--- src/sv/fvts_pkg.sv ---
`timescale 1ns / 1ps
package fvts_pkg;
    localparam int TABLE_DEPTH_DEF = 16;
    localparam int PID_BITS_DEF    = 16;
    localparam int KEY_W           = 32;
    localparam int CFG_W           = 16;
    localparam logic [CFG_W-1:0] TIMESLICE_RST = 16'd100;
    localparam logic [CFG_W-1:0] MIN_GRAN_RST  = 16'd50;

    typedef enum logic [1:0] {
        ACT_SCHEDULE   = 2'd0,
        ACT_SELECT     = 2'd1,
        ACT_RESCHEDULE = 2'd2,
        ACT_UNSCHEDULE = 2'd3
    } t_action;

    typedef enum logic [1:0] {
        ST_OK      = 2'd0,
        ST_FULL    = 2'd1,
        ST_NO_RUN  = 2'd2,
        ST_UNUSED  = 2'd3
    } t_status;

    localparam logic CFG_TIMESLICE = 1'b0;
    localparam logic CFG_MIN_GRAN  = 1'b1;

    // Q16 inverse weight per priority
    function automatic logic [18:0] inv_weight(input logic [2:0] prio);
        logic [18:0] w;
        case (prio)
            3'd0:    w = 19'd13107;
            3'd1:    w = 19'd21845;
            3'd2:    w = 19'd32768;
            3'd3:    w = 19'd65536;
            3'd4:    w = 19'd109227;
            default: w = 19'd327680;
        endcase
        return w;
    endfunction
endpackage

--- src/sv/fvts_scan.sv ---
`timescale 1ns / 1ps
// Scan engine: walks the table one slot per cycle with one compare unit.
// Mode min: finds smallest valid key (optionally skipping one slot) and first free slot.
// Mode hit: reports whether a probe key is present.
module fvts_scan #(
    parameter int TABLE_DEPTH = 16,
    parameter int IW          = 4
) (
    input  logic                        i_clk,
    input  logic                        i_rst_n,
    input  logic                        i_go,
    input  logic                        i_hit_mode,
    input  logic                        i_skip_en,
    input  logic [IW-1:0]               i_skip_idx,
    input  logic [fvts_pkg::KEY_W-1:0]  i_probe,
    input  logic                        i_slot_valid,
    input  logic [fvts_pkg::KEY_W-1:0]  i_slot_key,
    output logic [IW-1:0]               o_idx,
    output logic                        o_done,
    output logic                        o_found,
    output logic [IW-1:0]               o_best_idx,
    output logic [fvts_pkg::KEY_W-1:0]  o_best_key,
    output logic                        o_free_found,
    output logic [IW-1:0]               o_free_idx,
    output logic                        o_hit
);
    import fvts_pkg::*;

    logic              r_busy, n_busy;
    logic [IW-1:0]     r_idx, n_idx;
    logic              r_found, n_found;
    logic [IW-1:0]     r_best_idx, n_best_idx;
    logic [KEY_W-1:0]  r_best_key, n_best_key;
    logic              r_free_found, n_free_found;
    logic [IW-1:0]     r_free_idx, n_free_idx;
    logic              r_hit, n_hit;
    logic              r_done, n_done;
    logic              live;

    assign live = i_slot_valid && !(i_skip_en && r_idx == i_skip_idx);

    // advance one slot per cycle
    always_comb begin
        n_busy       = r_busy;
        n_idx        = r_idx;
        n_found      = r_found;
        n_best_idx   = r_best_idx;
        n_best_key   = r_best_key;
        n_free_found = r_free_found;
        n_free_idx   = r_free_idx;
        n_hit        = r_hit;
        n_done       = 1'b0;
        if (i_go) begin
            n_busy       = 1'b1;
            n_idx        = '0;
            n_found      = 1'b0;
            n_free_found = 1'b0;
            n_hit        = 1'b0;
        end else if (r_busy) begin
            if (i_hit_mode) begin
                if (i_slot_valid && i_slot_key == i_probe) n_hit = 1'b1;
            end else begin
                if (live && (!r_found || i_slot_key < r_best_key)) begin
                    n_found    = 1'b1;
                    n_best_idx = r_idx;
                    n_best_key = i_slot_key;
                end
                if (!i_slot_valid && !r_free_found) begin
                    n_free_found = 1'b1;
                    n_free_idx   = r_idx;
                end
            end
            if (r_idx == IW'(TABLE_DEPTH - 1)) begin
                n_busy = 1'b0;
                n_done = 1'b1;
            end else begin
                n_idx = r_idx + 1'b1;
            end
        end
    end

    always_ff @(posedge i_clk) begin
        if (!i_rst_n) begin
            r_busy <= 1'b0;
            r_done <= 1'b0;
        end else begin
            r_busy <= n_busy;
            r_done <= n_done;
        end
        r_idx        <= n_idx;
        r_found      <= n_found;
        r_best_idx   <= n_best_idx;
        r_best_key   <= n_best_key;
        r_free_found <= n_free_found;
        r_free_idx   <= n_free_idx;
        r_hit        <= n_hit;
    end

    assign o_idx        = r_idx;
    assign o_done       = r_done;
    assign o_found      = r_found;
    assign o_best_idx   = r_best_idx;
    assign o_best_key   = r_best_key;
    assign o_free_found = r_free_found;
    assign o_free_idx   = r_free_idx;
    assign o_hit        = r_hit;
endmodule

--- src/sv/fair_virtual_time_scheduler.sv ---
`timescale 1ns / 1ps
// Fair virtual-time scheduler.
// Command channel: pulse i_start with i_action and its operands while o_busy is
// low; the transaction is taken at that edge. One result comes back on
// o_done for exactly one cycle with o_selected_valid, o_selected_pid,
// o_granted_runtime and o_status; the receiver cannot stall it.
// Configuration: i_cfg_we with i_cfg_idx (0 timeslice, 1 min_granularity) and
// i_cfg_data, taken at any edge; the user must write only while idle (not enforced).
// Sequencing: select, schedule and reschedule are built around one slot-scan
// engine that visits one table slot per cycle, a full table pass per scan.
// One command is in flight at a time.
//   unschedule, or reschedule with no running task: no scan;
//   select: two passes, one when the table holds no task; full table: one pass;
//   schedule: one min pass plus one pass per key probe,
//   so (collisions + 1) probe passes follow the min pass.
// Reschedule adds a two-slice 16-bit multiply for the advance.
// Reset (synchronous, i_rst_n low) empties the table, drops the running task,
// clears the insert offset and loads timeslice 100, min_granularity 50.
module fair_virtual_time_scheduler
    import fvts_pkg::*;
#(
    parameter int TABLE_DEPTH = TABLE_DEPTH_DEF,
    parameter int PID_BITS    = PID_BITS_DEF
) (
    input  logic                 i_clk,
    input  logic                 i_rst_n,
    input  logic                 i_start,
    output logic                 o_busy,
    input  logic [1:0]           i_action,
    input  logic [15:0]          i_task_pid,
    input  logic [2:0]           i_priority_req,
    input  logic [31:0]          i_remaining_runtime,
    input  logic                 i_cfg_we,
    input  logic                 i_cfg_idx,
    input  logic [15:0]          i_cfg_data,
    output logic                 o_done,
    output logic                 o_selected_valid,
    output logic [15:0]          o_selected_pid,
    output logic [31:0]          o_granted_runtime,
    output logic [1:0]           o_status
);
    localparam int IW = (TABLE_DEPTH > 1) ? $clog2(TABLE_DEPTH) : 1;

    typedef enum logic [10:0] {
        S_IDLE   = 11'b00000000001,
        S_SCAN1  = 11'b00000000010,
        S_SCAN2  = 11'b00000000100,
        S_MUL    = 11'b00000001000,
        S_KEY    = 11'b00000010000,
        S_PROBE  = 11'b00000100000,
        S_WRITE  = 11'b00001000000,
        S_GRANT  = 11'b00010000000,
        S_DONE   = 11'b00100000000,
        S_SEL2   = 11'b01000000000,
        S_BASE   = 11'b10000000000
    } t_state;

    t_state r_state, n_state;

    // configuration
    logic [15:0] r_timeslice, r_min_gran;

    // table
    logic              r_valid [TABLE_DEPTH];
    logic [KEY_W-1:0]  r_key   [TABLE_DEPTH];
    logic [PID_BITS-1:0] r_pid [TABLE_DEPTH];
    logic [2:0]        r_prio  [TABLE_DEPTH];

    // running task and offset
    logic              r_run_valid;
    logic [PID_BITS-1:0] r_run_pid;
    logic [2:0]        r_run_prio;
    logic [KEY_W-1:0]  r_run_key, r_run_grant, r_offset;

    // latched command
    t_action           r_act;
    logic [PID_BITS-1:0] r_cmd_pid;
    logic [2:0]        r_cmd_prio;

    // work registers
    logic [KEY_W-1:0]  r_base, r_probe, r_acc;
    logic [KEY_W-1:0]  r_used;
    logic [1:0]        r_mcnt;
    logic [IW-1:0]     r_free_idx, r_sel_idx;
    logic [KEY_W-1:0]  r_sel_key;

    // result
    logic              r_done, r_sv;
    logic [PID_BITS-1:0] r_opid;
    logic [KEY_W-1:0]  r_grant;
    t_status           r_status;

    // scan engine hookup
    logic              sc_go, sc_hit_mode, sc_skip;
    logic [IW-1:0]     sc_idx, sc_best_idx, sc_free_idx;
    logic              sc_done, sc_found, sc_free_found, sc_hit;
    logic [KEY_W-1:0]  sc_best_key;

    fvts_scan #(.TABLE_DEPTH(TABLE_DEPTH), .IW(IW)) u_scan (
        .i_clk        (i_clk),
        .i_rst_n      (i_rst_n),
        .i_go         (sc_go),
        .i_hit_mode   (sc_hit_mode),
        .i_skip_en    (sc_skip),
        .i_skip_idx   (r_sel_idx),
        .i_probe      (r_probe),
        .i_slot_valid (r_valid[sc_idx]),
        .i_slot_key   (r_key[sc_idx]),
        .o_idx        (sc_idx),
        .o_done       (sc_done),
        .o_found      (sc_found),
        .o_best_idx   (sc_best_idx),
        .o_best_key   (sc_best_key),
        .o_free_found (sc_free_found),
        .o_free_idx   (sc_free_idx),
        .o_hit        (sc_hit)
    );

    assign sc_hit_mode = (r_state == S_PROBE);
    assign sc_skip     = (r_state == S_SCAN2);

    logic [34:0] prod;
    logic [15:0] slice;
    logic [KEY_W-1:0] gap;
    logic [KEY_W-1:0] new_key;
    assign slice   = (r_mcnt == 2'd0) ? r_used[15:0] : r_used[31:16];
    assign prod    = 35'(slice) * 35'(inv_weight(r_run_prio));
    assign gap     = sc_best_key - r_sel_key;
    assign new_key = r_base + KEY_W'(r_min_gran) + r_offset + KEY_W'(r_min_gran);

    always_comb begin
        n_state = r_state;
        sc_go   = 1'b0;
        case (r_state)
            S_IDLE: begin
                if (i_start) begin
                    if (i_action == ACT_UNSCHEDULE) n_state = S_DONE;
                    else if ((i_action == ACT_RESCHEDULE) && !r_run_valid) n_state = S_DONE;
                    else begin
                        n_state = S_SCAN1;
                        sc_go   = 1'b1;
                    end
                end
            end
            S_SCAN1: begin
                if (sc_done) begin
                    if (r_act == ACT_SELECT) n_state = sc_found ? S_SEL2 : S_DONE;
                    else if (!sc_free_found) n_state = S_DONE;
                    else if (r_act == ACT_RESCHEDULE) n_state = S_MUL;
                    else n_state = S_BASE;
                end
            end
            S_SEL2: begin
                sc_go   = 1'b1;
                n_state = S_SCAN2;
            end
            S_SCAN2: if (sc_done) n_state = S_GRANT;
            S_GRANT: n_state = S_DONE;
            S_MUL:   if (r_mcnt == 2'd1) n_state = S_BASE;
            S_BASE:  n_state = S_KEY;
            S_KEY: begin
                sc_go   = 1'b1;
                n_state = S_PROBE;
            end
            S_PROBE: begin
                if (sc_done) n_state = sc_hit ? S_KEY : S_WRITE;
            end
            S_WRITE: n_state = S_DONE;
            S_DONE:  n_state = S_IDLE;
            default: n_state = S_IDLE;
        endcase
    end

    always_ff @(posedge i_clk) begin
        if (!i_rst_n) begin
            r_state     <= S_IDLE;
            r_timeslice <= TIMESLICE_RST;
            r_min_gran  <= MIN_GRAN_RST;
            r_run_valid <= 1'b0;
            r_run_pid   <= '0;
            r_run_prio  <= '0;
            r_run_key   <= '0;
            r_run_grant <= '0;
            r_offset    <= '0;
            r_done      <= 1'b0;
            for (int i = 0; i < TABLE_DEPTH; i++) r_valid[i] <= 1'b0;
        end else begin
            r_state <= n_state;
            r_done  <= (r_state == S_DONE);
            // write configuration
            if (i_cfg_we) begin
                if (i_cfg_idx == CFG_TIMESLICE) r_timeslice <= i_cfg_data;
                else r_min_gran <= i_cfg_data;
            end
            case (r_state)
                S_IDLE: begin
                    r_act      <= t_action'(i_action);
                    r_cmd_pid  <= PID_BITS'(i_task_pid);
                    r_cmd_prio <= i_priority_req;
                    r_sv       <= 1'b0;
                    r_opid     <= '0;
                    r_grant    <= '0;
                    r_status   <= (i_start && !r_run_valid &&
                                   ((i_action == ACT_UNSCHEDULE) ||
                                    (i_action == ACT_RESCHEDULE))) ? ST_NO_RUN : ST_OK;
                    r_mcnt     <= 2'd0;
                    r_acc      <= '0;
                    if (i_start) begin
                        if ((i_action == ACT_UNSCHEDULE) && r_run_valid)
                            r_run_valid <= 1'b0;
                        if (i_action == ACT_SELECT) r_run_valid <= 1'b0;
                        r_used <= (r_run_grant >= i_remaining_runtime) ?
                                  r_run_grant - i_remaining_runtime : '0;
                    end
                end
                S_SCAN1: begin
                    if (sc_done) begin
                        r_free_idx <= sc_free_idx;
                        r_sel_idx  <= sc_best_idx;
                        r_sel_key  <= sc_best_key;
                        r_base     <= sc_found ? sc_best_key : '0;
                        if (r_act != ACT_SELECT && !sc_free_found) r_status <= ST_FULL;
                        if (r_act == ACT_SELECT && sc_found)
                            r_valid[sc_best_idx] <= 1'b0;
                    end
                end
                S_SCAN2: begin
                    if (sc_done) begin
                        if (!sc_found) r_grant <= KEY_W'(r_timeslice) * 32'd10;
                        else if (gap < KEY_W'(r_min_gran)) r_grant <= KEY_W'(r_min_gran);
                        else r_grant <= gap;
                    end
                end
                S_GRANT: begin
                    r_run_valid <= 1'b1;
                    r_run_pid   <= r_pid[r_sel_idx];
                    r_run_prio  <= r_prio[r_sel_idx];
                    r_run_key   <= r_sel_key;
                    r_run_grant <= r_grant;
                    r_sv        <= 1'b1;
                    r_opid      <= r_pid[r_sel_idx];
                end
                // two 16-bit slices: low part shifted down, high part added up
                S_MUL: begin
                    r_mcnt <= r_mcnt + 2'd1;
                    if (r_mcnt == 2'd0) r_acc <= KEY_W'(prod[34:16]);
                    else r_acc <= r_acc + prod[31:0];
                end
                S_BASE: begin
                    if (r_act == ACT_RESCHEDULE) begin
                        r_base     <= r_run_key + r_acc;
                        r_cmd_pid  <= r_run_pid;
                        r_cmd_prio <= r_run_prio;
                    end
                end
                S_KEY: begin
                    // first probe builds the key; later ones bump it
                    if (r_mcnt != 2'd3) begin
                        r_probe <= (r_act == ACT_RESCHEDULE) ?
                                   r_run_key + r_acc + KEY_W'(r_min_gran) + r_offset
                                   + KEY_W'(r_min_gran) : new_key;
                        r_mcnt  <= 2'd3;
                    end else begin
                        r_probe <= r_probe + 1'b1;
                    end
                end
                S_WRITE: begin
                    r_valid[r_free_idx] <= 1'b1;
                    r_key[r_free_idx]   <= r_probe;
                    r_pid[r_free_idx]   <= r_cmd_pid;
                    r_prio[r_free_idx]  <= r_cmd_prio;
                    if (r_act == ACT_RESCHEDULE) begin
                        r_offset    <= '0;
                        r_run_valid <= 1'b0;
                    end else begin
                        r_offset <= r_offset + KEY_W'(r_min_gran);
                    end
                end
                default: ;
            endcase
        end
    end

    assign o_busy            = (r_state != S_IDLE);
    assign o_done            = r_done;
    assign o_selected_valid  = r_sv;
    assign o_selected_pid    = 16'(r_opid);
    assign o_granted_runtime = r_grant;
    assign o_status          = r_status;
endmodule
--- config.mk ---
export PLATFORM = sky130hd
export DESIGN_NAME = fair_virtual_time_scheduler
export DESIGN_NICKNAME = d
export VERILOG_FILES = /design/src/sv/fvts_pkg.sv /design/src/sv/fvts_scan.sv /design/src/sv/fair_virtual_time_scheduler.sv
export SDC_FILE = /design/constraint.sdc
export NUM_CORES = 2
export LEC_CHECK = 0
export BUFFER_PORTS_ARGS = -buffer_cell sky130_fd_sc_hd__clkbuf_2
export CAP_MARGIN = 20
export CORE_ASPECT_RATIO = 1.4
export CORE_MARGIN = 10
export CORE_UTILIZATION = 35
export CTS_BUF_LIST = sky130_fd_sc_hd__clkbuf_4 sky130_fd_sc_hd__clkbuf_8
export CTS_CLUSTER_SIZE = 28
export DETAILED_ROUTE_END_ITERATION = 8
export GPL_ROUTABILITY_DRIVEN = 0
export PLACE_DENSITY = 0.58
export RECOVER_POWER = 50
export SYNTH_ARGS = -nofsm -noshare
export SYNTH_HDL_FRONTEND = slang
export SYNTH_SLANG_ARGS = --single-unit
--- constraint.sdc ---
create_clock -name i_clk -period 19 [get_ports i_clk]
set_input_delay 1.9 -clock i_clk [delete_from_list [all_inputs] [get_ports i_clk]]
set_output_delay 1.9 -clock i_clk [all_outputs]
set_load 0.01 [all_outputs]
# --- Yosys cells after proc, flatten, opt, wreduce, memory -nomap -nowiden ---
# Memory sizes are Yosys's and may differ from the RTL's. A register that Yosys moved wholly into a read port is not among the register bits.
# Cells that the tools add are included.
totals:
  ramBits: 832
  memories: 4
  out_inout_bits: 53
  wordCells: 227
  reg_bits: 448
  in_bits: 74
mem_list:
  columns: ["name", "depth", "word_bits", "rd", "rd_clocked_by_memory_dff", "wr", "line_no", "text"]
  rows:
  - ["r_key", 16, 32, 1, 1, 1, "fair_virtual_time_scheduler.sv:65", "logic [KEY_W-1:0] r_key [TABLE_DEPTH];"]
  - ["r_pid", 16, 16, 1, 1, 1, "fair_virtual_time_scheduler.sv:66", "logic [PID_BITS-1:0] r_pid [TABLE_DEPTH];"]
  - ["r_prio", 16, 3, 1, 1, 1, "fair_virtual_time_scheduler.sv:67", "logic [2:0] r_prio [TABLE_DEPTH];"]
  - ["r_valid", 16, 1, 1, 1, 16, "fair_virtual_time_scheduler.sv:64", "logic r_valid [TABLE_DEPTH];"]
op_classes:
  order_cmp: 3
  bitwise: 6
  muxes: 73
  n_addsub: 14
  reduce_logical: 55
  mul: 2
  n_eq_ne: 37
op_table:
  columns: ["op", "n"]
  rows:
  - ["$mux W32", 10]
  - ["$pmux W32 S2", 3]
  - ["$add A32 B16 Y32", 5]
  - ["$add A32 B32 Y32", 4]
  - ["$pmux W11 S9", 1]
  - ["$pmux W19 S5", 1]
  - ["$mux W11", 8]
  - ["$pmux W16 S2", 2]
  - ["$sub A32 B32 Y32", 2]
  - ["$mul A16 B19 Y35", 1]
  - ["$add A32 B1 Y32 const B", 1]
  - ["$eq A32 B32 Y1", 1]
  - ["$ge A32 B32 Y1", 1]
  - ["$lt A32 B16 Y1", 1]
  - ["$lt A32 B32 Y1", 1]
  - ["$mux W16", 2]
  - ["$mux W4", 7]
  - ["$mux W1", 24]
  - ["$reduce_and A3 Y1", 8]
  - ["$reduce_and A4 Y1", 5]
  - ["$mul A16 B3 Y19 const B", 1]
  - ["$mux W9", 2]
  - ["$ne A2 B2 Y1 const B", 8]
  - ["$reduce_and A2 Y1", 7]
  - ["44 further kinds", 84]

# --- Longest topological paths before layout ---
logic_depth:
  depth_word: 10
  depth_mapped: 39
  ltp_nobuf: 38

# --- Hierarchy ---
# From an unflattened synthesis, not the netlist that was laid out.
unflattened:
  hier_cells: 5529
  area_unflattened_um2: 69970.9
modules_own_cells:
  columns: ["module", "area_each_um2", "cells_each", "n_inst", "seq_area_each_um2"]
  rows:
  - ["fair_virtual_time_scheduler", 67225.7, 5294, 1, 35373.9]
  - ["fvts_scan", 2745.1, 235, 1, 1381.3]

# --- Worst setup path before layout ---
# Ideal clock, no wire load.
synth_timing:
  path_type: "register to register"
  from: "register r_mcnt[0]"
  to: "register r_acc[31], data pin"
  arrival_ps: 8434
  synth_period_minus_slack_ps: 8700
  stages_incl_launch_ff: 37
  slack_ps: 10300
  setup_ps: 266
  cell_sequence: "edfxtp_1 inv_1 ha_1 buf_1 mux2i_1 nor2_1 and2_1 fa_1 inv_1 fa_1 fa_1 inv_1 fa_1 fa_1 inv_1 fa_1 inv_1 ha_1 and4_1 nand3_1 or3b_2 o211ai_1 a31oi_1 xnor2_1 ha_1 a21o_1 a21oi_1 o21bai_1 a21oi_1 o221ai_1 nand2_1 a21oi_1 a211oi_1 a21oi_1 xnor2_1 xnor2_1 nor2_1"
synth_between:
  elab_chain_cells: 6
synth_rtl:
  columns: ["item", "line_no", "text"]
  rows:
  - ["from (decl)", "fair_virtual_time_scheduler.sv:83", "logic [1:0] r_mcnt;"]
  - ["from (signal assigned)", "fair_virtual_time_scheduler.sv:245", "r_mcnt <= r_mcnt + 2'd1;"]
  - ["$logic_not A2 Y1 (*)", "fair_virtual_time_scheduler.sv:126, fair_virtual_time_scheduler.sv:246", null]
  - ["$mux W16", "fair_virtual_time_scheduler.sv:126", "assign slice = (r_mcnt == 2'd0) ? r_used[15:0] : r_used[31:16];"]
  - ["$mul A16 B19 Y35", "fair_virtual_time_scheduler.sv:127", "assign prod = 35'(slice) * 35'(inv_weight(r_run_prio));"]
  - ["$add A32 B32 Y32", "fair_virtual_time_scheduler.sv:247", "else r_acc <= r_acc + prod[31:0];"]
  - ["$mux W32 (*)", "fair_virtual_time_scheduler.sv:246", "if (r_mcnt == 2'd0) r_acc <= KEY_W'(prod[34:16]);"]
  - ["$pmux W32 S2 (*)", "fair_virtual_time_scheduler.sv:195", "case (r_state)"]
  - ["to (signal assigned)", "fair_virtual_time_scheduler.sv:246", null]
  - ["to (signal assigned)", "fair_virtual_time_scheduler.sv:247", null]
  - ["to (decl)", "fair_virtual_time_scheduler.sv:81", "logic [KEY_W-1:0] r_base, r_probe, r_acc;"]
# Mark *: on every way between the ends. The rest lies on a longest branch, timed or not.
# A chain may end at the register's enable or synchronous reset.

# --- Final worst setup path ---
# Same ends and word-level chain as after synthesis.

==> flow_summary.toml <==
[run_status]
status = "complete, but fails checks"
violations = "capacitance limit, slew limit"

[setup_path]
crit_top_cell = "fa_1"
r2r-start = "r_mcnt[0]"
cp_data_required_time_ns = 19.71
cp-startpoint = "r_mcnt[0]"
critical_path_class = "reg2reg"
r2r_cells = 36
cp-start-kind = "flop"
slowest_stage = "buf_4"
slowest_delay_ns = 0.62
crit_fanout = 57
crit_end = "r_acc[31]"
reg2reg_to = "r_acc[31]"
r2r_setup_slack_ns = 8.96
endpoint_kind = "flop"
cp.arrival_ns = 10.75

[min_path]
worstHoldPathType = "reg2reg"
hold_start = "u_scan.o_free_idx[0]"

[drt]
antenna_left = 0
drt_iter0_markers = 3393
drc = 0
wl_per_cell_um = 24.9
viasPerCell = 5.37
firstDrtPassIters = 6
vias = 45747
wl_um = 212000

[clocking]
ctsResizeCount = 0
cts_tree = "done"
clk_pin_slew_worst_paths_ns = 0.07
cts_buffers = 204
cts_root_buf = "clkbuf_8"
ctsHtreeMaxLevel = 4
insertion_delay_ns = 0.99
clk_path_buf_depth = 3
cts_hold_buf = 0
cts_setup_buffers = 0
cts_sinks = 1291

[synth]
synth_area_um2 = 69800
synth_ff_type = "edfxtp_1"
synth.distinct_cells = 88
yosysWarnings = 0
synth-seq-area-share = 0.528
synth-seq-cells = 1291
synth_top_cells_by_area = "edfxtp_1 47%, mux4_2 8.4%, ha_1 7.6%"
syn_avg_cell_area_um2 = 12.7
syn_inst = 5480
yosysTopAreaCell = "edfxtp_1"
yosysTopAreaCellShare = 0.472
syn_nets = 6188
synth_edf_count = 1098
async_reset_ff_frac = 0

[sta]
fin_crit_ns = 10.04
finClkSkew_ns = 0.114
fmax_mhz = 99.6
hold_violations = 0
setup_violations = 0
setup_tns_ns = 0
slew_violations = 625
layout_setup_ws_ns = 8.96
worstMarginPinSlew_ns = 4.46
fin_crit_sh = 0.528
rsz0062_at_grt = "no"
relSlewSlack = -1.97

[pwr]
power_density_nw_per_um2 = 162
p_leak_uw = 0.0297
finalPower_uw = 12600
ir_drop_v = 0.000327

[global_routing]
grt_max_degree = 75
first_global_vias = 47969
antenna_found_initial = 3
grt_pass1_wl_um = 312000
grt_overflow = 0
track_usage = 0.191

[floorplan]
die_area_um2 = 218000
ioPinCount = 127
core_area_um2 = 198000
fp.dieW_um = 398
die_height_um = 549
rows = 193
initial_core_util = 0.353

[cells_and_area]
drive_above_1_share = 0.147
area_growth_pct = 11.8
final_nets = 6408

[placement]
portBuffers = 126
dp_hpwl_um = 153000
dp_slack_ns = 9.03

[job]
maxCapViolCount = 18
[metal layers]
metal	track usage	vias to the layer above	share of wire
met5	0	-	0.000085
met4	0.104	2	0.061
met3	0.0261	478	0.048
met2	0.345	1478	0.52
met1	0.216	23253	0.38
li1	-	20536	-
[synth_stat cells (40+ instances only)]
library cell  count
o21ai_0         166
clkbuf_1        142
fa_1            209
nand2_1         471
inv_1           468
a21oi_1         428
nor2_1          357
nand3_1         100
nor2b_1          59
nand2b_1         59
mux4_2          260
a21o_1          119
nor3_1           61
edfxtp_1       1098
a211oi_1         43
o21bai_1         40
dfxtp_1         193
xor2_1          116
nand4_1          41
xnor2_1         173
ha_1            425
[power by group]
| part | switching (µW) | internal, µW |
|---|---|---|
| sequential | 106 | 3130 |
| clock | 1200 | 1340 |
| combinational | 4230 | 2620 |
| total | 5540 | 7090 |
[how the worst min path moves through the flow]
stage	end	slack [ns]	depth (start not counted)
floorplan	r_free_idx[0]	0.40	0
global placement	r_free_idx[0]	0.40	0
detailed placement	r_free_idx[2]	0.41	0
CTS	r_free_idx[2]	0.42	0
global route	r_free_idx[0]	0.43	0
finish	r_free_idx[0]	0.41	0
[sequential cells by signal (all words and copies together), names as in the netlist, 11 cells and up, named ones only]
register	flops
r_key	512
r_probe	32
r_run_pid	16
r_prio	48
o_granted_runtime	32
u_scan.o_best_key	32
r_acc	32
r_run_grant	32
r_base	32
o_selected_pid	16
r_valid	16
r_state	11
r_offset	32
r_used	32
r_sel_key	32
r_run_key	32
r_pid	256
r_timeslice	16
r_cmd_pid	16
r_min_gran	16
[through the flow]
| step | instances | utilization | hold slack, ns | cell area, µm² |
|---|---|---|---|---|
| after floorplan | 5480 | - | 0.400 | 69800 |
| after global placement | 8125 | 0.372 | 0.404 | 73800 |
| after detailed placement | 8125 | 0.372 | 0.407 | 73800 |
| after CTS | 8512 | 0.395 | 0.418 | 78200 |
| after global routing | 8514 | 0.394 | 0.426 | 78100 |
| final | 8515 | 0.394 | 0.415 | 78100 |
[worst max-delay path: cells and delay by family (launching register included)]
| family | cells | cell delay, ns |
|---|---|---|
| buf+inv | 6 | 0.95 |
| flops | 1 | 0.42 |
| fa+ha+maj | 9 | 4.02 |
| mux | 1 | 0.54 |
| compound gates | 10 | 1.83 |
| simple gates | 7 | 1.45 |
| xor+xnor | 3 | 0.57 |
[area by class of cell]
| class | instances | area [µm²] |
|---|---|---|
| Multi-Input combinational cell | 3533 | 30600 |
| Tap cell | 2632 | 3290 |
| Clock buffer | 291 | 3620 |
| Antenna cell | 2 | 5.00 |
| Inverter | 470 | 1780 |
| Timing Repair Buffer | 200 | 1110 |
| Clock inverter | 96 | 833 |
| Fill cell | 18870 | 120000 |
| Sequential cell | 1291 | 36800 |
[layout by cell type (no fill, tap or decap), drive strengths merged, types with 55 or more instances in the layout]
cell type | Yosys | routed
clkinv | 1 | 87
mux4 | 260 | 260
dfxtp | 193 | 193
nand2 | 471 | 471
xnor2 | 173 | 173
o21ai | 174 | 174
a21o | 119 | 119
clkbuf | 142 | 436
nor3 | 61 | 61
a21oi | 432 | 432
nor2 | 359 | 359
nand3 | 102 | 102
edfxtp | 1098 | 1098
nand2b | 59 | 59
fa | 209 | 209
ha | 425 | 425
nor2b | 59 | 59
xor2 | 116 | 116
inv | 469 | 466
buf | 44 | 55
[logic make-up after synthesis]
| family | count (synthesis) | share of synthesized area |
|---|---|---|
| mux | 308 | 0.0909 |
| buf+inv | 656 | 0.0355 |
| flops | 1291 | 0.528 |
| compound gates | 1003 | 0.0880 |
| simple gates | 1298 | 0.0855 |
| xor+xnor | 290 | 0.0366 |
| fa+ha+maj | 634 | 0.136 |
Note: power is estimated with default switching activity, not from simulation.
